File: src/design/udps_pkg.sv
// ----------------------------------------------------------------------------
// udps_pkg - shared types and codes of the pairing sequencer
// Event, action and state codes, config register indexes and the beat
// structs that travel between the sequencer modules.
// ----------------------------------------------------------------------------
package udps_pkg;

    localparam int unsigned MAX_RECOVERY_CYCLES_DEF = 3;

    localparam int unsigned TIME_W  = 32;
    localparam int unsigned TO_W    = 22;
    localparam int unsigned CMD_W   = 4;
    localparam int unsigned ACT_W   = 3;
    localparam int unsigned STATE_W = 4;
    localparam int unsigned CNT_W   = 3;
    localparam int unsigned CFG_IDX_W  = 3;
    localparam int unsigned CFG_DATA_W = 22;

    // config register indexes
    localparam logic [CFG_IDX_W-1:0] CFG_SHARE_MODE       = 3'd0;
    localparam logic [CFG_IDX_W-1:0] CFG_CUT_RETRY_LIMIT  = 3'd1;
    localparam logic [CFG_IDX_W-1:0] CFG_IDENTIFY_TIMEOUT = 3'd2;
    localparam logic [CFG_IDX_W-1:0] CFG_KEY_READ_TIMEOUT = 3'd3;
    localparam logic [CFG_IDX_W-1:0] CFG_DROP_RETRY_TIME  = 3'd4;
    localparam logic [CFG_IDX_W-1:0] CFG_DROP_FAIL_TIME   = 3'd5;
    localparam logic [CFG_IDX_W-1:0] CFG_SHARE_TIMEOUT    = 3'd6;
    localparam logic [CFG_IDX_W-1:0] CFG_CYCLE_SPACING    = 3'd7;

    localparam logic [CNT_W-1:0] RETRY_MIN = 3'd1;
    localparam logic [CNT_W-1:0] RETRY_MAX = 3'd5;

    typedef enum logic [STATE_W-1:0] {
        ST_IDLE      = 4'd0,
        ST_IDENTIFY  = 4'd1,
        ST_READ_KEY  = 4'd2,
        ST_CUT       = 4'd3,
        ST_WAIT_DROP = 4'd4,
        ST_DONE      = 4'd5,
        ST_TETHER    = 4'd6,
        ST_FOREIGN   = 4'd7,
        ST_SHARE     = 4'd8,
        ST_SHARE_UP  = 4'd9
    } udps_state_t;

    typedef enum logic [CMD_W-1:0] {
        EV_TICK          = 4'd0,
        EV_OK            = 4'd1,
        EV_FAIL          = 4'd2,
        EV_NOT_DONGLE    = 4'd3,
        EV_CONFLICT      = 4'd4,
        EV_LINK_UP       = 4'd5,
        EV_LINK_UP_OTHER = 4'd6,
        EV_LINK_DOWN     = 4'd7,
        EV_REPAIR        = 4'd8,
        EV_AP_STALE      = 4'd9
    } udps_ev_t;

    typedef enum logic [ACT_W-1:0] {
        ACT_NONE         = 3'd0,
        ACT_GET_INFO     = 3'd1,
        ACT_GET_KEY      = 3'd2,
        ACT_POST_CUT     = 3'd3,
        ACT_POWER_CYCLE  = 3'd4,
        ACT_GIVE_UP      = 3'd5,
        ACT_REBOOT       = 3'd6,
        ACT_ENSURE_SHARE = 3'd7
    } udps_act_t;

    typedef struct packed {
        logic [CMD_W-1:0]  cmd;
        logic [TIME_W-1:0] now_ms;
        logic              set_reboot_pending;
    } udps_evt_t;

    typedef struct packed {
        logic [ACT_W-1:0]   action;
        logic [STATE_W-1:0] state_code;
        logic               link_is_up;
    } udps_res_t;

    // retry limit is already clamped to 1..5 here
    typedef struct packed {
        logic             share_mode;
        logic [CNT_W-1:0] retry_lim;
        logic [TO_W-1:0]  identify_to;
        logic [TO_W-1:0]  key_read_to;
        logic [TO_W-1:0]  drop_retry;
        logic [TO_W-1:0]  drop_fail;
        logic [TO_W-1:0]  share_to;
        logic [TO_W-1:0]  spacing;
    } udps_cfg_t;

endpackage

File: src/design/udps_evt_if.sv
// ----------------------------------------------------------------------------
// udps_evt_if - event channel
// Valid/ready channel that carries one event per beat.
// ----------------------------------------------------------------------------
interface udps_evt_if;
    logic                        valid;
    logic                        ready;
    logic [udps_pkg::CMD_W-1:0]  cmd;
    logic [udps_pkg::TIME_W-1:0] now_ms;
    logic                        set_reboot_pending;

    modport source (output valid, cmd, now_ms, set_reboot_pending, input ready);
    modport sink   (input valid, cmd, now_ms, set_reboot_pending, output ready);
endinterface

File: src/design/udps_res_if.sv
// ----------------------------------------------------------------------------
// udps_res_if - result channel
// Valid/ready channel that carries one result per beat.
// ----------------------------------------------------------------------------
interface udps_res_if;
    logic                         valid;
    logic                         ready;
    logic [udps_pkg::ACT_W-1:0]   action;
    logic [udps_pkg::STATE_W-1:0] state_code;
    logic                         link_is_up;

    modport source (output valid, action, state_code, link_is_up, input ready);
    modport sink   (input valid, action, state_code, link_is_up, output ready);
endinterface

File: src/design/udps_cfg.sv
// ----------------------------------------------------------------------------
// udps_cfg - configuration registers
// Write-only register file; presents the retry limit clamped to 1..5.
// ----------------------------------------------------------------------------
module udps_cfg (
    input  logic                                clk,
    input  logic                                rst_n,
    input  logic                                we,
    input  logic [udps_pkg::CFG_IDX_W-1:0]      idx,
    input  logic [udps_pkg::CFG_DATA_W-1:0]     wdata,
    output udps_pkg::udps_cfg_t                 cfg
);

    logic                         share_mode_reg;
    logic [udps_pkg::CNT_W-1:0]   retry_reg;
    logic [udps_pkg::TO_W-1:0]    identify_to_reg;
    logic [udps_pkg::TO_W-1:0]    key_read_to_reg;
    logic [udps_pkg::TO_W-1:0]    drop_retry_reg;
    logic [udps_pkg::TO_W-1:0]    drop_fail_reg;
    logic [udps_pkg::TO_W-1:0]    share_to_reg;
    logic [udps_pkg::TO_W-1:0]    spacing_reg;

    always_ff @(posedge clk or negedge rst_n)
    begin
        if (!rst_n)
        begin
            share_mode_reg  <= 1'b0;
            retry_reg       <= 3'd3;
            identify_to_reg <= 22'd10000;
            key_read_to_reg <= 22'd10000;
            drop_retry_reg  <= 22'd3000;
            drop_fail_reg   <= 22'd10000;
            share_to_reg    <= 22'd10000;
            spacing_reg     <= 22'd60000;
        end
        else if (we)
        begin
            unique case (idx)
                udps_pkg::CFG_SHARE_MODE:       share_mode_reg  <= wdata[0];
                udps_pkg::CFG_CUT_RETRY_LIMIT:  retry_reg       <= wdata[udps_pkg::CNT_W-1:0];
                udps_pkg::CFG_IDENTIFY_TIMEOUT: identify_to_reg <= wdata;
                udps_pkg::CFG_KEY_READ_TIMEOUT: key_read_to_reg <= wdata;
                udps_pkg::CFG_DROP_RETRY_TIME:  drop_retry_reg  <= wdata;
                udps_pkg::CFG_DROP_FAIL_TIME:   drop_fail_reg   <= wdata;
                udps_pkg::CFG_SHARE_TIMEOUT:    share_to_reg    <= wdata;
                udps_pkg::CFG_CYCLE_SPACING:    spacing_reg     <= wdata;
                default:                        share_mode_reg  <= share_mode_reg;
            endcase
        end
    end

    always_comb
    begin
        cfg.share_mode  = share_mode_reg;
        if (retry_reg < udps_pkg::RETRY_MIN)
            cfg.retry_lim = udps_pkg::RETRY_MIN;
        else if (retry_reg > udps_pkg::RETRY_MAX)
            cfg.retry_lim = udps_pkg::RETRY_MAX;
        else
            cfg.retry_lim = retry_reg;
        cfg.identify_to = identify_to_reg;
        cfg.key_read_to = key_read_to_reg;
        cfg.drop_retry  = drop_retry_reg;
        cfg.drop_fail   = drop_fail_reg;
        cfg.share_to    = share_to_reg;
        cfg.spacing     = spacing_reg;
    end

endmodule

File: src/design/udps_fsm.sv
// ----------------------------------------------------------------------------
// udps_fsm - pairing state machine
// Holds the sequencer state and works out one event per step in a single
// pass; state updates on step, the result is combinational.
// ----------------------------------------------------------------------------
module udps_fsm #(
    parameter int unsigned MAX_RECOVERY_CYCLES = udps_pkg::MAX_RECOVERY_CYCLES_DEF
) (
    input  logic                 clk,
    input  logic                 rst_n,
    input  logic                 step,
    input  udps_pkg::udps_evt_t  evt,
    input  udps_pkg::udps_cfg_t  cfg,
    output udps_pkg::udps_res_t  res
);

    localparam logic [udps_pkg::CNT_W-1:0] MAX_CYC = udps_pkg::CNT_W'(MAX_RECOVERY_CYCLES);

    udps_pkg::udps_state_t          st_reg, st_next;
    logic [udps_pkg::TIME_W-1:0]    entered_reg, entered_next;
    logic [udps_pkg::TIME_W-1:0]    last_at_reg, last_at_next;
    logic                           known_reg, known_next;
    logic [udps_pkg::CNT_W-1:0]     cyc_reg, cyc_next;
    logic [udps_pkg::CNT_W-1:0]     cut_reg, cut_next;
    logic                           link_reg, link_next;
    logic                           reboot_reg, reboot_next;

    udps_pkg::udps_act_t            act;
    logic [udps_pkg::TIME_W-1:0]    t_in_state;
    logic [udps_pkg::TIME_W-1:0]    t_since_cycle;
    logic                           rflag;
    logic                           do_rec;
    logic                           rec_give;
    logic                           is_repair;
    logic [udps_pkg::CNT_W-1:0]     rec_cyc;

    assign t_in_state    = evt.now_ms - entered_reg;
    assign t_since_cycle = evt.now_ms - last_at_reg;
    assign rflag         = reboot_reg | evt.set_reboot_pending;
    assign is_repair     = (evt.cmd == udps_pkg::EV_REPAIR);

    // repair clears the budget first, so it never gives up
    assign rec_cyc  = is_repair ? '0 : cyc_reg;
    assign rec_give = !is_repair &&
                      ((cyc_reg >= MAX_CYC) ||
                       (known_reg && (t_since_cycle < {10'd0, cfg.spacing})));

    always_comb
    begin
        st_next      = st_reg;
        entered_next = entered_reg;
        last_at_next = last_at_reg;
        known_next   = known_reg;
        cyc_next     = cyc_reg;
        cut_next     = cut_reg;
        link_next    = link_reg;
        reboot_next  = rflag;
        act          = udps_pkg::ACT_NONE;
        do_rec       = 1'b0;

        priority if (evt.cmd == udps_pkg::EV_LINK_DOWN)
        begin
            link_next = 1'b0;
            if (st_reg == udps_pkg::ST_WAIT_DROP || st_reg == udps_pkg::ST_CUT)
            begin
                cyc_next     = '0;
                st_next      = udps_pkg::ST_DONE;
                entered_next = evt.now_ms;
                act          = rflag ? udps_pkg::ACT_REBOOT : udps_pkg::ACT_NONE;
            end
            else if (st_reg != udps_pkg::ST_DONE)
            begin
                st_next      = udps_pkg::ST_IDLE;
                entered_next = evt.now_ms;
            end
        end
        else if (evt.cmd == udps_pkg::EV_LINK_UP_OTHER)
        begin
            link_next    = 1'b1;
            st_next      = udps_pkg::ST_FOREIGN;
            entered_next = evt.now_ms;
        end
        else if (evt.cmd == udps_pkg::EV_LINK_UP)
        begin
            link_next    = 1'b1;
            cut_next     = '0;
            reboot_next  = 1'b0;
            st_next      = udps_pkg::ST_IDENTIFY;
            entered_next = evt.now_ms;
            act          = udps_pkg::ACT_GET_INFO;
        end
        else if (is_repair)
        begin
            do_rec = 1'b1;
        end
        else
        begin
            unique case (st_reg)
                udps_pkg::ST_IDENTIFY:
                begin
                    if (evt.cmd == udps_pkg::EV_OK)
                    begin
                        entered_next = evt.now_ms;
                        if (cfg.share_mode)
                        begin
                            st_next = udps_pkg::ST_SHARE;
                            act     = udps_pkg::ACT_ENSURE_SHARE;
                        end
                        else
                        begin
                            st_next = udps_pkg::ST_READ_KEY;
                            act     = udps_pkg::ACT_GET_KEY;
                        end
                    end
                    else if (evt.cmd == udps_pkg::EV_NOT_DONGLE)
                    begin
                        st_next      = udps_pkg::ST_FOREIGN;
                        entered_next = evt.now_ms;
                    end
                    else if (evt.cmd == udps_pkg::EV_TICK || evt.cmd == udps_pkg::EV_FAIL)
                    begin
                        if (t_in_state >= {10'd0, cfg.identify_to})
                        begin
                            st_next      = udps_pkg::ST_FOREIGN;
                            entered_next = evt.now_ms;
                        end
                        else if (evt.cmd == udps_pkg::EV_TICK)
                            act = udps_pkg::ACT_GET_INFO;
                    end
                end
                udps_pkg::ST_READ_KEY:
                begin
                    if (evt.cmd == udps_pkg::EV_OK)
                    begin
                        st_next      = udps_pkg::ST_CUT;
                        entered_next = evt.now_ms;
                        cut_next     = udps_pkg::CNT_W'(1);
                        act          = udps_pkg::ACT_POST_CUT;
                    end
                    else if (evt.cmd == udps_pkg::EV_TICK || evt.cmd == udps_pkg::EV_FAIL)
                    begin
                        if (t_in_state >= {10'd0, cfg.key_read_to})
                            do_rec = 1'b1;
                        else if (evt.cmd == udps_pkg::EV_TICK)
                            act = udps_pkg::ACT_GET_KEY;
                    end
                end
                udps_pkg::ST_CUT:
                begin
                    if (evt.cmd == udps_pkg::EV_OK)
                    begin
                        st_next      = udps_pkg::ST_WAIT_DROP;
                        entered_next = evt.now_ms;
                    end
                    else if (evt.cmd == udps_pkg::EV_CONFLICT)
                    begin
                        st_next      = udps_pkg::ST_TETHER;
                        entered_next = evt.now_ms;
                    end
                    else if (evt.cmd == udps_pkg::EV_TICK)
                    begin
                        if (cut_reg >= cfg.retry_lim)
                            do_rec = 1'b1;
                        else
                        begin
                            cut_next = cut_reg + udps_pkg::CNT_W'(1);
                            act      = udps_pkg::ACT_POST_CUT;
                        end
                    end
                end
                udps_pkg::ST_WAIT_DROP:
                begin
                    if (evt.cmd == udps_pkg::EV_TICK)
                    begin
                        if (t_in_state >= {10'd0, cfg.drop_fail})
                            do_rec = 1'b1;
                        else if (t_in_state >= {10'd0, cfg.drop_retry} &&
                                 cut_reg <= cfg.retry_lim)
                        begin
                            cut_next = cfg.retry_lim + udps_pkg::CNT_W'(1);
                            act      = udps_pkg::ACT_POST_CUT;
                        end
                    end
                    else if (evt.cmd == udps_pkg::EV_CONFLICT)
                    begin
                        st_next      = udps_pkg::ST_TETHER;
                        entered_next = evt.now_ms;
                    end
                end
                udps_pkg::ST_DONE:
                begin
                    if (evt.cmd == udps_pkg::EV_AP_STALE)
                        do_rec = 1'b1;
                end
                udps_pkg::ST_SHARE:
                begin
                    if (evt.cmd == udps_pkg::EV_OK)
                    begin
                        cyc_next     = '0;
                        st_next      = udps_pkg::ST_SHARE_UP;
                        entered_next = evt.now_ms;
                    end
                    else if (evt.cmd == udps_pkg::EV_TICK || evt.cmd == udps_pkg::EV_FAIL)
                    begin
                        if (t_in_state >= {10'd0, cfg.share_to})
                        begin
                            st_next      = udps_pkg::ST_SHARE_UP;
                            entered_next = evt.now_ms;
                        end
                        else if (evt.cmd == udps_pkg::EV_TICK)
                            act = udps_pkg::ACT_ENSURE_SHARE;
                    end
                end
                default:
                begin
                    act = udps_pkg::ACT_NONE;
                end
            endcase
        end

        // recovery: power cycle within budget and spacing, else give up
        if (do_rec)
        begin
            entered_next = evt.now_ms;
            if (rec_give)
            begin
                st_next = udps_pkg::ST_FOREIGN;
                act     = udps_pkg::ACT_GIVE_UP;
            end
            else
            begin
                cyc_next     = rec_cyc + udps_pkg::CNT_W'(1);
                last_at_next = evt.now_ms;
                known_next   = 1'b1;
                cut_next     = '0;
                st_next      = udps_pkg::ST_IDLE;
                act          = udps_pkg::ACT_POWER_CYCLE;
            end
        end
    end

    always_ff @(posedge clk or negedge rst_n)
    begin
        if (!rst_n)
        begin
            st_reg      <= udps_pkg::ST_IDLE;
            entered_reg <= '0;
            last_at_reg <= '0;
            known_reg   <= 1'b0;
            cyc_reg     <= '0;
            cut_reg     <= '0;
            link_reg    <= 1'b0;
            reboot_reg  <= 1'b0;
        end
        else if (step)
        begin
            st_reg      <= st_next;
            entered_reg <= entered_next;
            last_at_reg <= last_at_next;
            known_reg   <= known_next;
            cyc_reg     <= cyc_next;
            cut_reg     <= cut_next;
            link_reg    <= link_next;
            reboot_reg  <= reboot_next;
        end
    end

    assign res.action     = act;
    assign res.state_code = st_next;
    assign res.link_is_up = link_next;

    // power cycle budget is never overrun
    a_cyc_budget: assert property (@(posedge clk) disable iff (!rst_n)
        cyc_reg <= MAX_CYC)
        else $error("cycle count above budget");

    // link up always restarts identification
    a_link_up_ident: assert property (@(posedge clk) disable iff (!rst_n)
        step && evt.cmd == udps_pkg::EV_LINK_UP |=>
            st_reg == udps_pkg::ST_IDENTIFY && link_reg && !reboot_reg)
        else $error("link up did not enter identify");

endmodule

File: src/design/usb_dongle_pairing_sequencer_top.sv
// Path: an accepted event beat goes into the event register, then its result
//   beat into the result register; a stalled result sink holds the event back.
// Throughput: one event per cycle while results are taken; the state update
//   is one subtract/compare pass between the event and result registers.
// Reset (rst_n, async low): machine idle, time base and counters zero, config
//   registers at their defaults; the block is ready right after reset.
// ----------------------------------------------------------------------------
// usb_dongle_pairing_sequencer_top - USB dongle pairing sequencer
// Takes pairing events (code, ms time, reboot mark) and answers each with an
// action, the new state code and the link flag.
// ----------------------------------------------------------------------------
module usb_dongle_pairing_sequencer_top #(
    parameter int unsigned MAX_RECOVERY_CYCLES = udps_pkg::MAX_RECOVERY_CYCLES_DEF
) (
    input  logic                                clk,
    input  logic                                rst_n,
    udps_evt_if.sink                            evt,
    udps_res_if.source                          res,
    input  logic                                cfg_we,
    input  logic [udps_pkg::CFG_IDX_W-1:0]      cfg_idx,
    input  logic [udps_pkg::CFG_DATA_W-1:0]     cfg_wdata
);

    // Register file. Writes land directly; the user makes them only while idle, the block does not enforce it.
    udps_pkg::udps_cfg_t cfg;

    udps_cfg u_cfg (
        .clk   (clk),
        .rst_n (rst_n),
        .we    (cfg_we),
        .idx   (cfg_idx),
        .wdata (cfg_wdata),
        .cfg   (cfg)
    );

    // Event register: holds one accepted beat until the state machine
    // consumes it. It refills in the same cycle it drains, so a full
    // result register only stalls the input once both stages are occupied.
    logic                 evt_vld_reg, evt_vld_next;
    udps_pkg::udps_evt_t  evt_reg;
    logic                 evt_take;

    // Result register: decouples the result sink from the state machine.
    logic                 res_vld_reg, res_vld_next;
    udps_pkg::udps_res_t  res_reg;
    udps_pkg::udps_res_t  res_comb;

    // step: the held event is applied to the machine state this cycle
    logic                 step;

    assign step      = evt_vld_reg && (!res_vld_reg || res.ready);
    assign evt.ready = !evt_vld_reg || step;
    assign evt_take  = evt.valid && evt.ready;

    assign evt_vld_next = evt_take || (evt_vld_reg && !step);
    assign res_vld_next = step || (res_vld_reg && !res.ready);

    always_ff @(posedge clk or negedge rst_n)
    begin
        if (!rst_n)
        begin
            evt_vld_reg <= 1'b0;
            res_vld_reg <= 1'b0;
        end
        else
        begin
            evt_vld_reg <= evt_vld_next;
            res_vld_reg <= res_vld_next;
        end
    end

    // payload registers, no reset needed
    always_ff @(posedge clk)
    begin
        if (evt_take)
        begin
            evt_reg.cmd                <= evt.cmd;
            evt_reg.now_ms             <= evt.now_ms;
            evt_reg.set_reboot_pending <= evt.set_reboot_pending;
        end
        if (step)
        begin
            res_reg <= res_comb;
        end
    end

    // Single-pass state machine: elapsed-time compares, recovery budget
    // check and the next state are all worked out combinationally.
    udps_fsm #(
        .MAX_RECOVERY_CYCLES (MAX_RECOVERY_CYCLES)
    ) u_fsm (
        .clk   (clk),
        .rst_n (rst_n),
        .step  (step),
        .evt   (evt_reg),
        .cfg   (cfg),
        .res   (res_comb)
    );

    assign res.valid      = res_vld_reg;
    assign res.action     = res_reg.action;
    assign res.state_code = res_reg.state_code;
    assign res.link_is_up = res_reg.link_is_up;

    // a held event is never dropped while the result side is stalled
    a_evt_hold: assert property (@(posedge clk) disable iff (!rst_n)
        evt_vld_reg && res_vld_reg && !res.ready |=> evt_vld_reg)
        else $error("held event lost under stall");

    // a power cycle always lands in idle
    a_pc_idle: assert property (@(posedge clk) disable iff (!rst_n)
        res.valid && res.action == udps_pkg::ACT_POWER_CYCLE |->
            res.state_code == udps_pkg::ST_IDLE)
        else $error("power cycle without idle state");

    // giving up always lands in foreign
    a_giveup_foreign: assert property (@(posedge clk) disable iff (!rst_n)
        res.valid && res.action == udps_pkg::ACT_GIVE_UP |->
            res.state_code == udps_pkg::ST_FOREIGN)
        else $error("give up without foreign state");

endmodule
File: src/flat_wrapper.sv
// flat-port wrapper written by rule: the top's interface ports become plain ports
module usb_dongle_pairing_sequencer_top_flat 
#(
    parameter int unsigned MAX_RECOVERY_CYCLES = udps_pkg::MAX_RECOVERY_CYCLES_DEF
)
  (clk, rst_n, cfg_we, cfg_idx, cfg_wdata, evt_valid, evt_cmd, evt_now_ms, evt_set_reboot_pending, evt_ready, res_valid, res_action, res_state_code, res_link_is_up, res_ready);
  udps_evt_if evt_i ();
  udps_res_if res_i ();
  input  logic clk;
  input  logic rst_n;
  input  logic cfg_we;
  input  logic [udps_pkg::CFG_IDX_W-1:0] cfg_idx;
  input  logic [udps_pkg::CFG_DATA_W-1:0] cfg_wdata;
  input wire logic [$bits(evt_i.valid)-1:0] evt_valid;
  input wire logic [$bits(evt_i.cmd)-1:0] evt_cmd;
  input wire logic [$bits(evt_i.now_ms)-1:0] evt_now_ms;
  input wire logic [$bits(evt_i.set_reboot_pending)-1:0] evt_set_reboot_pending;
  output wire logic [$bits(evt_i.ready)-1:0] evt_ready;
  output wire logic [$bits(res_i.valid)-1:0] res_valid;
  output wire logic [$bits(res_i.action)-1:0] res_action;
  output wire logic [$bits(res_i.state_code)-1:0] res_state_code;
  output wire logic [$bits(res_i.link_is_up)-1:0] res_link_is_up;
  input wire logic [$bits(res_i.ready)-1:0] res_ready;
  assign evt_i.valid = evt_valid;
  assign evt_i.cmd = evt_cmd;
  assign evt_i.now_ms = evt_now_ms;
  assign evt_i.set_reboot_pending = evt_set_reboot_pending;
  assign evt_ready = evt_i.ready;
  assign res_valid = res_i.valid;
  assign res_action = res_i.action;
  assign res_state_code = res_i.state_code;
  assign res_link_is_up = res_i.link_is_up;
  assign res_i.ready = res_ready;
  usb_dongle_pairing_sequencer_top #(.MAX_RECOVERY_CYCLES(MAX_RECOVERY_CYCLES)) u_core (.clk(clk), .rst_n(rst_n), .evt(evt_i), .res(res_i), .cfg_we(cfg_we), .cfg_idx(cfg_idx), .cfg_wdata(cfg_wdata));
endmodule
File: config.mk
export PLATFORM = sky130hd
export DESIGN_NAME = usb_dongle_pairing_sequencer_top_flat
export DESIGN_NICKNAME = d
export VERILOG_FILES = /design/src/design/udps_pkg.sv /design/src/design/udps_evt_if.sv /design/src/design/udps_res_if.sv /design/src/design/udps_cfg.sv /design/src/design/udps_fsm.sv /design/src/design/usb_dongle_pairing_sequencer_top.sv /design/src/flat_wrapper.sv
export SDC_FILE = /design/constraint.sdc
export NUM_CORES = 1
export LEC_CHECK = 0
export CAP_MARGIN = 20
export CORE_ASPECT_RATIO = 1.75
export CORE_UTILIZATION = 40
export CTS_CLUSTER_DIAMETER = 150
export CTS_CLUSTER_SIZE = 20
export DETAILED_ROUTE_END_ITERATION = 16
export DONT_BUFFER_PORTS = 1
export PLACE_DENSITY = 0.55
export SLEW_MARGIN = 20
export SYNTH_ARGS = -nofsm -noshare
export SYNTH_HDL_FRONTEND = slang
export SYNTH_SLANG_ARGS = --single-unit
File: constraint.sdc
create_clock -name clk -period 5.2 [get_ports clk]
set_input_delay 0.26 -clock clk [delete_from_list [all_inputs] [get_ports clk]]
set_output_delay 0.26 -clock clk [all_outputs]
set_load 0.005 [all_outputs]
==> impl_metrics.json, run 1 <==
{
  "viasPerCell": 5.439,
  "cp.depth": 25,
  "drc": 0,
  "synth-xor-area-share": 0.02619,
  "rows": 101,
  "ys.flop_type": "dfrtp_1",
  "path_delay_family": "compound AO/OA/AOI/OAI gates",
  "n_antenna_cell": 0,
  "status": "complete, no violations",
  "p_total_uw": 13260,
  "routed_wl_um": 48120,
  "cts_root_buf": "clkbuf_16",
  "synthArstFlopShare": 0.8269,
  "area_delta_synth_final_pct": 17.82,
  "die_area_mm2": 0.04519,
  "dr.first_iter.drc_count": 479,
  "core_area_mm2": 0.04360,
  "clk_pin_slew_ps": 90,
  "maxSlewHeadroom": 0.2450,
  "fp.dieW_um": 161.1,
  "layout_min_cycle_time_ps": 5026,
  "layout-drive-gt1-share": 0.2130,
  "crit_path_top_delay_cell": "edfxtp_1",
  "p_per_area_mw_per_mm2": 635.3,
  "crit_type": "flop to flop",
  "yosysUniqueCellTypes": 88,
  "p_leak_uw": 0.009415,
  "cts_buffer_depth": 3,
  "ir_drop_mv": 0.2938,
  "clock_latency_ps": 530,
  "muxShareOfSynthArea": 0.1121,
  "reg2reg_slack_ps": 170,
  "yosysSeqAreaShare": 0.3824,
  "r2r_cells": 25,
  "synth_fa_ha_area_frac": 0.1427,
  "cp_max_fo": 10,
  "cp_common_cell": "buf_4",
  "cp-start-kind": "flop",
  "synth_nets": 2060,
  "grt_max_degree": 216,
  "min_period_over_period": 0.9665,
  "finalSetupViolations": 0,
  "hp-start": "cfg_idx[0]",
  "min_to": "u_core.u_cfg.share_mode_reg",
  "drv_slew": 0,
  "worstHoldPathType": "input port to flop",
  "port_buffers": 0,
  "grt_pass1_vias": 14414,
  "r2r-start": "u_core.evt_reg[1]",
  "die_y_um": 280.5,
  "synth_compound_area_frac": 0.1643,
  "max-cap-violations": 0,
  "synth_top_family_by_area": "compound AO/OA/AOI/OAI gates",
  "cts_buffers": 16,
  "max_stage_delay_ps": 430,
  "ys_seq_elements": 260,
  "cts.sinks": 260,
  "critPathArrivalTime_ps": 5430,
  "mostFrequentLayoutCells": "208 x inv_1, 192 x ha_1, 179 x dfrtp_1",
  "max_freq_mhz": 199.0,
  "grt_pass1_wl_um": 75240,
  "mostFrequentLayoutCell": "inv_1",
  "track_usage": 0.2124,
  "gp_congestion": 0.8981,
  "hold_viol_final": 0,
  "syn_inst": 1792,
  "syn-cell-area_mm2": 0.01772,
  "vias": 13803,
  "fin_skew_ps": 26.24,
  "worstMarginPinSlew_ps": 1133,
  "detailedRoute.firstPassIterationCount": 5,
  "fin_nets": 2230,
  "hold_ws_ps": 27.65,
  "critPathCaptureType": "flop",
  "cts_tree": "yes",
  "dpl.hpwl_um": 35620,
  "drtAntennaViolNets": 0,
  "overflow": 0,
  "synth_edf_count": 45,
  "ioPinCount": 77,
  "r2r-end": "u_core.u_fsm.last_at_reg[17]",
  "synth_warnings": 0,
  "antenna_found_initial": 0,
  "hold_depth": 2,
  "rsz0062_at_grt": "true",
  "crit_required_ps": 5600,
  "cts_htree_levels": 1,
  "synth.avg_cell_area_um2": 9.890,
  "synth_simple_gate_area_share": 0.1146,
  "largest_reg_flops": 37,
  "crit_buf_inv": 8,
  "wl_per_cell_um": 18.96,
  "initial_core_util": 0.4065
}
==> kinds of logic after synthesis <==
family	count (synthesis)
muxes	168
buffers and inverters	258
adders and majority gates	201
AOI/OAI and AO/OA	453
DFF	260
and+or+nand+nor	399
xor gates and xnor gates	53
==> per-stage QoR <==
stage / TNS, ps / cell area (um2) / cells / utilization / setup slack (ps)
global route: -804.5 / 20880 / 2538 / 0.4790 / -45.50
global placement: -15810 / 19130 / 2429 / 0.4389 / -258.7
floorplan: 0 / 17720 / 1792 / - / 515.2
finish: 0 / 20880 / 2538 / 0.4790 / 174.4
CTS: 0 / 20370 / 2526 / 0.4672 / 4.296
detailed placement: -16380 / 19130 / 2429 / 0.4389 / -335.7
==> worst max-delay path by stage <==
stage,end,start
after CTS,u_core.u_fsm.entered_reg[10],u_core.evt_reg[1]
after detailed placement,u_core.u_fsm.entered_reg[14],u_core.evt_reg[1]
after global placement,u_core.u_fsm.last_at_reg[5],u_core.evt_reg[1]
after global routing,u_core.res.action[0],u_core.evt_reg[1]
after floorplan,u_core.u_fsm.last_at_reg[10],u_core.evt_reg[1]
final,u_core.u_fsm.last_at_reg[17],u_core.evt_reg[1]
==> synth_stat cells (6+ instances only) <==
cell type / number / share of area
inv_1: 210 / 0.044
ha_1: 199 / 0.14
dfrtp_1: 179 / 0.25
a21oi_1: 122 / 0.034
nand2_1: 118 / 0.025
o21ai_0: 117 / 0.033
mux2_2: 116 / 0.074
nor2_1: 88 / 0.019
a21o_1: 55 / 0.023
edfxtp_1: 45 / 0.076
dfstp_2: 36 / 0.053
xnor2_1: 36 / 0.018
clkbuf_1: 33 / 0.0070
nand3_1: 29 / 0.0082
nor3_1: 28 / 0.0079
mux2_4: 27 / 0.023
a211oi_1: 26 / 0.011
o21a_1: 26 / 0.011
nand2b_1: 23 / 0.0081
nand4_1: 21 / 0.0074
mux2_1: 20 / 0.013
xor2_1: 17 / 0.0084
and2_1: 16 / 0.0056
o211ai_1: 13 / 0.0055
nor2b_1: 12 / 0.0042
a31oi_1: 11 / 0.0039
and4_1: 10 / 0.0049
or3_1: 10 / 0.0035
buf_1: 7 / 0.0015
buf_6: 7 / 0.0044
nor4_1: 7 / 0.0025
o2111ai_1: 7 / 0.0035
o21bai_1: 7 / 0.0030
a2111oi_0: 6 / 0.0030
a21boi_0: 6 / 0.0025
nand3b_1: 6 / 0.0025
o22ai_1: 6 / 0.0021
or2_2: 6 / 0.0021
==> worst register-to-register path, cell delays in order (launching register included) <==
cell and delay, ps:
edfxtp_1 430, inv_2 100, buf_4 100, ha_1 140
inv_1 60, fa_2 360, a211oi_2 240, buf_4 160
o21a_1 170, o21ai_2 90, or2_2 300, a21oi_2 190
xnor2_2 100, buf_4 170, ha_1 280, and4_1 230
nand3_1 130, nand3_1 100, o22ai_1 80, buf_4 150
o311a_1 320, a21bo_4 230, nor2_4 150, buf_12 150
buf_12 150, mux2_4 310
==> final cells by class <==
class                   instances  area [um2]
flip-flops and latches        260        6777
inverters                     210       788.3
fillers                      4132       22720
clock buffers                  27       441.7
well taps                     566       708.2
repair buffers                197        1763
clock inverters                 1       16.27
multi-input cells            1277       10390
==> repair_timing <==
action                                 in CTS  in global routing
setup buffers                               1                  8
setup endpoints to repair                  80                 82
pin swaps                                   7                 34
cloned                                      3                  3
resized for setup                          18                 73
endpoints found under the hold margin     390                  0
hold buffers                               65                  0
==> metal layers <==
| metal | wire length [um] | vias up | GRT usage |
|---|---|---|---|
| met5 | 0 | - | 0 |
| met2 | 25880 | 228 | 0.4141 |
| met3 | 1123 | 80 | 0.01596 |
| met1 | 19290 | 6748 | 0.2332 |
| met4 | 1823 | 0 | 0.08515 |
| li1 | - | 6747 | - |
==> where the power goes <==
part,leakage (uW),switching [uW],internal [uW]
clock,0.000217,728,591
combinational,0.00623,4770,4160
sequential,0.00297,339,2680
Power figures use the tool's default switching activity.
==> inputs of run 2 (changes only) <==
ABC_CLOCK_PERIOD_IN_PS = 4300   (was not set)
PLACE_DENSITY = 0.57   (was 0.55)
clock period = 4.3 ns   (was 5.2 ns; I/O delays follow)
==> run 2 against run 1 <==
Compared with the run above:
- the flow now finishes with violations (negative hold slack, negative setup slack)
- via count rose by 5.0%
- non-clock buffer count rose by 179
- die area did not move
- worst hold slack got worse by 650 ps
- critical endpoint is now u_core.u_fsm.entered_reg[24]
- highest routed layer unchanged
==> impl_metrics.json, run 2 (same netlist as run 1, synthesis figures left out) <==
{
  "status": "finished with violations",
  "failed_checks": "negative hold slack, negative setup slack",
  "overflow": 0,
  "clock_latency_ps": 540,
  "area_delta_synth_final_pct": 28.01,
  "initial_core_util": 0.4065,
  "drv_slew": 0,
  "fin_nets": 2406,
  "worstHoldPathType": "input port to async pin",
  "gp_congestion": 0.8952,
  "hold_viol_final": 215,
  "max-cap-violations": 0,
  "cts_buffers": 16,
  "finalSetupViolations": 82,
  "rsz0062_at_grt": "true",
  "largest_reg_flops": 37,
  "cp_common_cell": "buf_4",
  "p_leak_uw": 0.01039,
  "drc": 0,
  "final_area_mm2": 0.02269,
  "routed_wl_um": 49920,
  "clk_pin_slew_ps": 90,
  "reg2reg_slack_ps": -720,
  "p_total_uw": 18170,
  "crit_path_top_delay_cell": "edfxtp_1",
  "drtAntennaViolNets": 0,
  "cts_hold_buf": 62,
  "finish.utilization": 0.5204,
  "worstMarginPinSlew_ps": 964.8,
  "ioPinCount": 77,
  "crit_required_ps": 4710,
  "wl_per_cell_um": 18.39,
  "vias": 14488,
  "n_antenna_cell": 0,
  "finalSetupTns_ps": -52390,
  "placed_cell_area_mm2": 0.02039,
  "viasPerCell": 5.338,
  "fin_skew_ps": 29.90,
  "rows": 101,
  "hold_ws_ps": -621.7,
  "layout_min_cycle_time_ps": 5019,
  "detailedRoute.firstPassIterationCount": 5,
  "fin_ws_ps": -718.9,
  "cts_root_buf": "clkbuf_16",
  "track_usage": 0.2229,
  "min_period_over_period": 1.167,
  "grt_pass1_vias": 15439,
  "cts_tree": "yes",
  "dr.first_iter.drc_count": 665,
  "max_freq_mhz": 199.2,
  "fp.dieW_um": 161.1,
  "cts_buffer_depth": 3,
  "cts_htree_levels": 1,
  "core_area_mm2": 0.04360,
  "die_area_mm2": 0.04519,
  "cp_max_fo": 7,
  "ir_drop_mv": 0.2941,
  "mostFrequentLayoutCells": "282 x buf_4, 206 x inv_1, 180 x ha_1",
  "p_per_area_mw_per_mm2": 800.7,
  "port_buffers": 0,
  "die_y_um": 280.5,
  "critPathCaptureType": "flop",
  "grt_max_degree": 216,
  "layout-drive-gt1-share": 0.2989,
  "mostFrequentLayoutCell": "buf_4",
  "crit_type": "flop to flop",
  "cp-start-kind": "flop",
  "n_fill_cell": 4002,
  "grt_pass1_wl_um": 79760,
  "antenna_found_initial": 0,
  "dpl.hpwl_um": 37260,
  "critPathArrivalTime_ps": 5420,
  "maxSlewHeadroom": 0.3568,
  "crit_chain": "buf_6 -> ha_4 -> a21o_1 -> a2111oi_4 -> o31ai_2 -> a41oi_2 -> buf_6 -> buf_4 -> o21bai_1 -> a21oi_1 -> xnor2_1 -> buf_4 -> ha_2 -> a211oi_2 -> o21ai_0 -> buf_4 -> o211a_1 -> o22ai_2 -> o311a_1 -> buf_4 -> and2_4 -> o22a_4 -> clkbuf_16 -> mux2_4",
  "cts.sinks": 260,
  "max_stage_delay_ps": 440
}
-- run 2: metrics by stage --
stage          std cells  setup slack (ps)
2_1_floorplan       1792            -203.1
3_3_place_gp        2578            -963.9
3_5_place_dp        2578             -1047
4_1_cts             2697            -752.0
5_1_grt             2714            -929.2
6_report            2714            -718.9
-- run 2: power by group --
| part | internal (uW) | leakage (uW) | switching, uW |
|---|---|---|---|
| Combinational | 6550 | 0.00720 | 6370 |
| Sequential | 3240 | 0.00297 | 404 |
| Clock | 715 | 0.000217 | 885 |
-- run 2: cell type report --
type                            instances  area (um2)  share of cell area
Clock buffer                           27       441.7             0.01947
Clock inverter                          1       16.27           0.0007169
Inverter                              210       788.3             0.03474
Multi-Input combinational cell       1274       10730              0.4730
Sequential cell                       260        6777              0.2987
Tap cell                              566       708.2             0.03121
Timing Repair Buffer                  376        3227              0.1422
-- run 2: repair_timing --
item / in CTS / in global routing
hold endpoints to repair: 390 / 215
pin swaps: 39 / 39
setup endpoints to repair: 82 / 82
gates resized for setup: 97 / 53
setup buffers: 27 / 14
gates cloned: 2 / 3
-- run 2: path summary, 6_finish.rpt --
kind | from | end | cells past startpoint
worst max-delay path | u_core.evt_reg[7] | u_core.u_fsm.entered_reg[24] | 24
worst min-delay path | rst_n | u_core.u_fsm.last_at_reg[4] | 0
worst max register to register | u_core.evt_reg[7] | u_core.u_fsm.entered_reg[24] | 24
worst min register to register | u_core.u_fsm.entered_reg[4] | u_core.u_fsm.entered_reg[4] | 1
max in group asynchronous | rst_n | u_core.u_cfg.retry_reg[0] | 0
min in group clk | cfg_idx[1] | u_core.u_cfg.retry_reg[2] | 2
-- run 2: worst max-delay path, delay by kind of cell (launching register included) --
| kind | cells | cell delay (ps) |
|---|---|---|
| compound gates | 12 | 2240 |
| xor+xnor | 1 | 210 |
| fa+ha+maj | 2 | 440 |
| buf+inv | 7 | 1100 |
| flops | 1 | 440 |
| mux | 1 | 290 |
| simple gates | 1 | 140 |
-- run 2: layer usage --
layer  routed length, um  vias up  global-route usage
met1               19610     7061              0.2544
li1                    -     7095                   -
met2               27140      245              0.4258
met4                1879        0             0.08684
met3                1291       87             0.01493
met5                   0        -                   0
==> inputs of run 3 (changes only) <==
CORE_MARGIN = 5   (was not set)
==> run 3 against run 2 <==
Compared with the run above:
- the flow still finishes with violations (negative hold slack, negative setup slack)
- clock-buffer cell count increased by 1
- core utilization decreased by 0.52 points
- critical path depth decreased by 1
- setup slack got worse by 29 ps
- final area about the same
==> impl_metrics.json, run 3 (same netlist as run 1, synthesis figures left out) <==
{
  "status": "finished with violations",
  "failed_checks": "negative hold slack, negative setup slack",
  "hold_viol_final": 215,
  "clkPwrFrac": 0.090,
  "reg2reg_slack_ps": -750,
  "worstHoldPathType": "input port to async pin",
  "layout-drive-gt1-share": 0.3019,
  "rsz0062_at_grt": "true",
  "max-cap-violations": 0,
  "mostFrequentLayoutCell": "buf_4",
  "dpl.hpwl_um": 38560,
  "p_leak_uw": 0.01047,
  "vias": 14545,
  "worstMarginPinSlew_ps": 956.7,
  "rows": 102,
  "cp-start-kind": "flop",
  "n_fill_cell": 4060,
  "grt_pass1_vias": 15477,
  "cts_htree_levels": 1,
  "fin_skew_ps": 16.79,
  "clk_pin_slew_ps": 100,
  "drv_slew": 0,
  "critPathCaptureType": "flop",
  "track_usage": 0.2082,
  "p_int_uw": 10470,
  "cts_buffers": 16,
  "finalSetupTns_ps": -52790,
  "initial_core_util": 0.4025,
  "fin_ws_ps": -747.6,
  "cts_buffer_depth": 3,
  "netSwitchingFraction": 0.4225,
  "cts_root_buf": "clkbuf_16",
  "ir_drop_mv": 0.3275,
  "crit_required_ps": 4710,
  "grt_pass1_wl_um": 81450,
  "placed_cell_area_mm2": 0.02058,
  "overflow": 0,
  "final_area_mm2": 0.02268,
  "grt_max_degree": 216,
  "ioPinCount": 77,
  "viasPerCell": 5.332,
  "mostFrequentLayoutCells": "298 x buf_4, 206 x inv_1, 181 x ha_1",
  "finalSetupViolations": 82,
  "r2r-start": "u_core.evt_reg[1]",
  "crit_type": "flop to flop",
  "port_buffers": 0,
  "pre_cts_slack_ps": -1133,
  "r2r-end": "u_core.u_fsm.last_at_reg[2]",
  "core_area_mm2": 0.04403,
  "dr.first_iter.drc_count": 652,
  "critPathArrivalTime_ps": 5450,
  "cts_hold_buf": 64,
  "antenna_found_initial": 0,
  "detailedRoute.firstPassIterationCount": 5,
  "die_y_um": 288.5,
  "routed_wl_um": 51340,
  "die_area_mm2": 0.04878,
  "max_freq_mhz": 198.1,
  "cts.sinks": 260,
  "p_per_area_mw_per_mm2": 799.1,
  "gp_congestion": 0.9013,
  "drc": 0,
  "p_total_uw": 18130,
  "fin_nets": 2414,
  "fp.dieW_um": 169.1,
  "largest_reg_flops": 37,
  "r2r_cells": 23,
  "area_delta_synth_final_pct": 27.98,
  "cp_max_fo": 9,
  "layout_min_cycle_time_ps": 5048,
  "hold_ws_ps": -604.4,
  "clock_latency_ps": 520,
  "p_seq_frac": 0.201,
  "wl_per_cell_um": 18.82,
  "min_period_over_period": 1.174,
  "n_antenna_cell": 0,
  "p_comb_frac": 0.708,
  "maxSlewHeadroom": 0.3622,
  "drtAntennaViolNets": 0,
  "cts_tree": "yes",
  "p_sw_uw": 7658
}
-- run 3: cell types whose count changed in the layout (fill, tap and decap cells not counted), sizes merged --
cell	delta
buf	+7
dlygate4sd3	+2
clkinv	-1
-- run 3: worst max-delay path by stage --
stage / startpoint / to
after floorplan: u_core.evt_reg[1] / u_core.u_fsm.last_at_reg[25]
after global placement: u_core.evt_reg[1] / u_core.u_fsm.last_at_reg[1]
after detailed placement: u_core.evt_reg[1] / u_core.u_fsm.last_at_reg[1]
after CTS: u_core.evt_reg[1] / u_core.u_fsm.last_at_reg[29]
after global routing: u_core.evt_reg[1] / u_core.u_fsm.last_at_reg[30]
final: u_core.evt_reg[1] / u_core.u_fsm.last_at_reg[2]
-- run 3: power groups by stage --
stage / registers [uW] / logic [uW] / clock network, uW
floorplan: 3530 / 6970 / 0
global placement: 3660 / 11100 / 0
detailed placement: 3680 / 11400 / 0
CTS: 3650 / 12600 / 1710
global route: 3730 / 14200 / 1770
finish: 3650 / 12800 / 1640
-- run 3: critical path, cell delays in order, from the launching register on --
cell and delay [ps]:
edfxtp_1 420, inv_2 90, buf_4 110, ha_4 130, inv_2 40, fa_2 380, a211oi_4 320, o211ai_1 120
and4b_1 220, or2_4 280, xor2_4 170, ha_4 270, o21a_1 110, o21ai_1 80, a211oi_2 280, a211oi_2 80
a211oi_2 260, nor2b_1 170, o21ai_1 90, o311a_1 150, a21bo_2 230, nor2_4 330, clkbuf_16 260, mux2_2 340
-- run 3: routing by layer --
metal	track usage	share of wire	routed length, um
met5	0	0	0
met4	0.07231	0.034	1771
met3	0.01671	0.024	1233
met2	0.4086	0.55	28200
met1	0.2319	0.39	20130
-- run 3: through the flow --
stage,cells,util,hold WS [ps]
after floorplan,1792,-,-80.59
after global placement,2609,0.4675,-65.69
after detailed placement,2609,0.4675,-66.26
after CTS,2724,0.5111,-634.8
after global routing,2728,0.5151,-631.1
final,2728,0.5151,-604.4
-- run 3: area by class of cell --
class / instances / area [um2] / area share
Multi-Input combinational cell: 1274 / 10700 / 0.4717
Sequential cell: 260 / 6777 / 0.2988
Timing Repair Buffer: 384 / 3236 / 0.1427
Inverter: 210 / 788.3 / 0.03475
Tap cell: 572 / 715.7 / 0.03155
Clock buffer: 28 / 466.7 / 0.02058
-- run 3: what timing repair did --
item	4_1_cts	5_1_grt
cloned	4	0
resized for setup	120	33
hold endpoints to repair	390	215
pin swaps	57	39
endpoints found under the setup margin	82	82
setup buffers	21	6
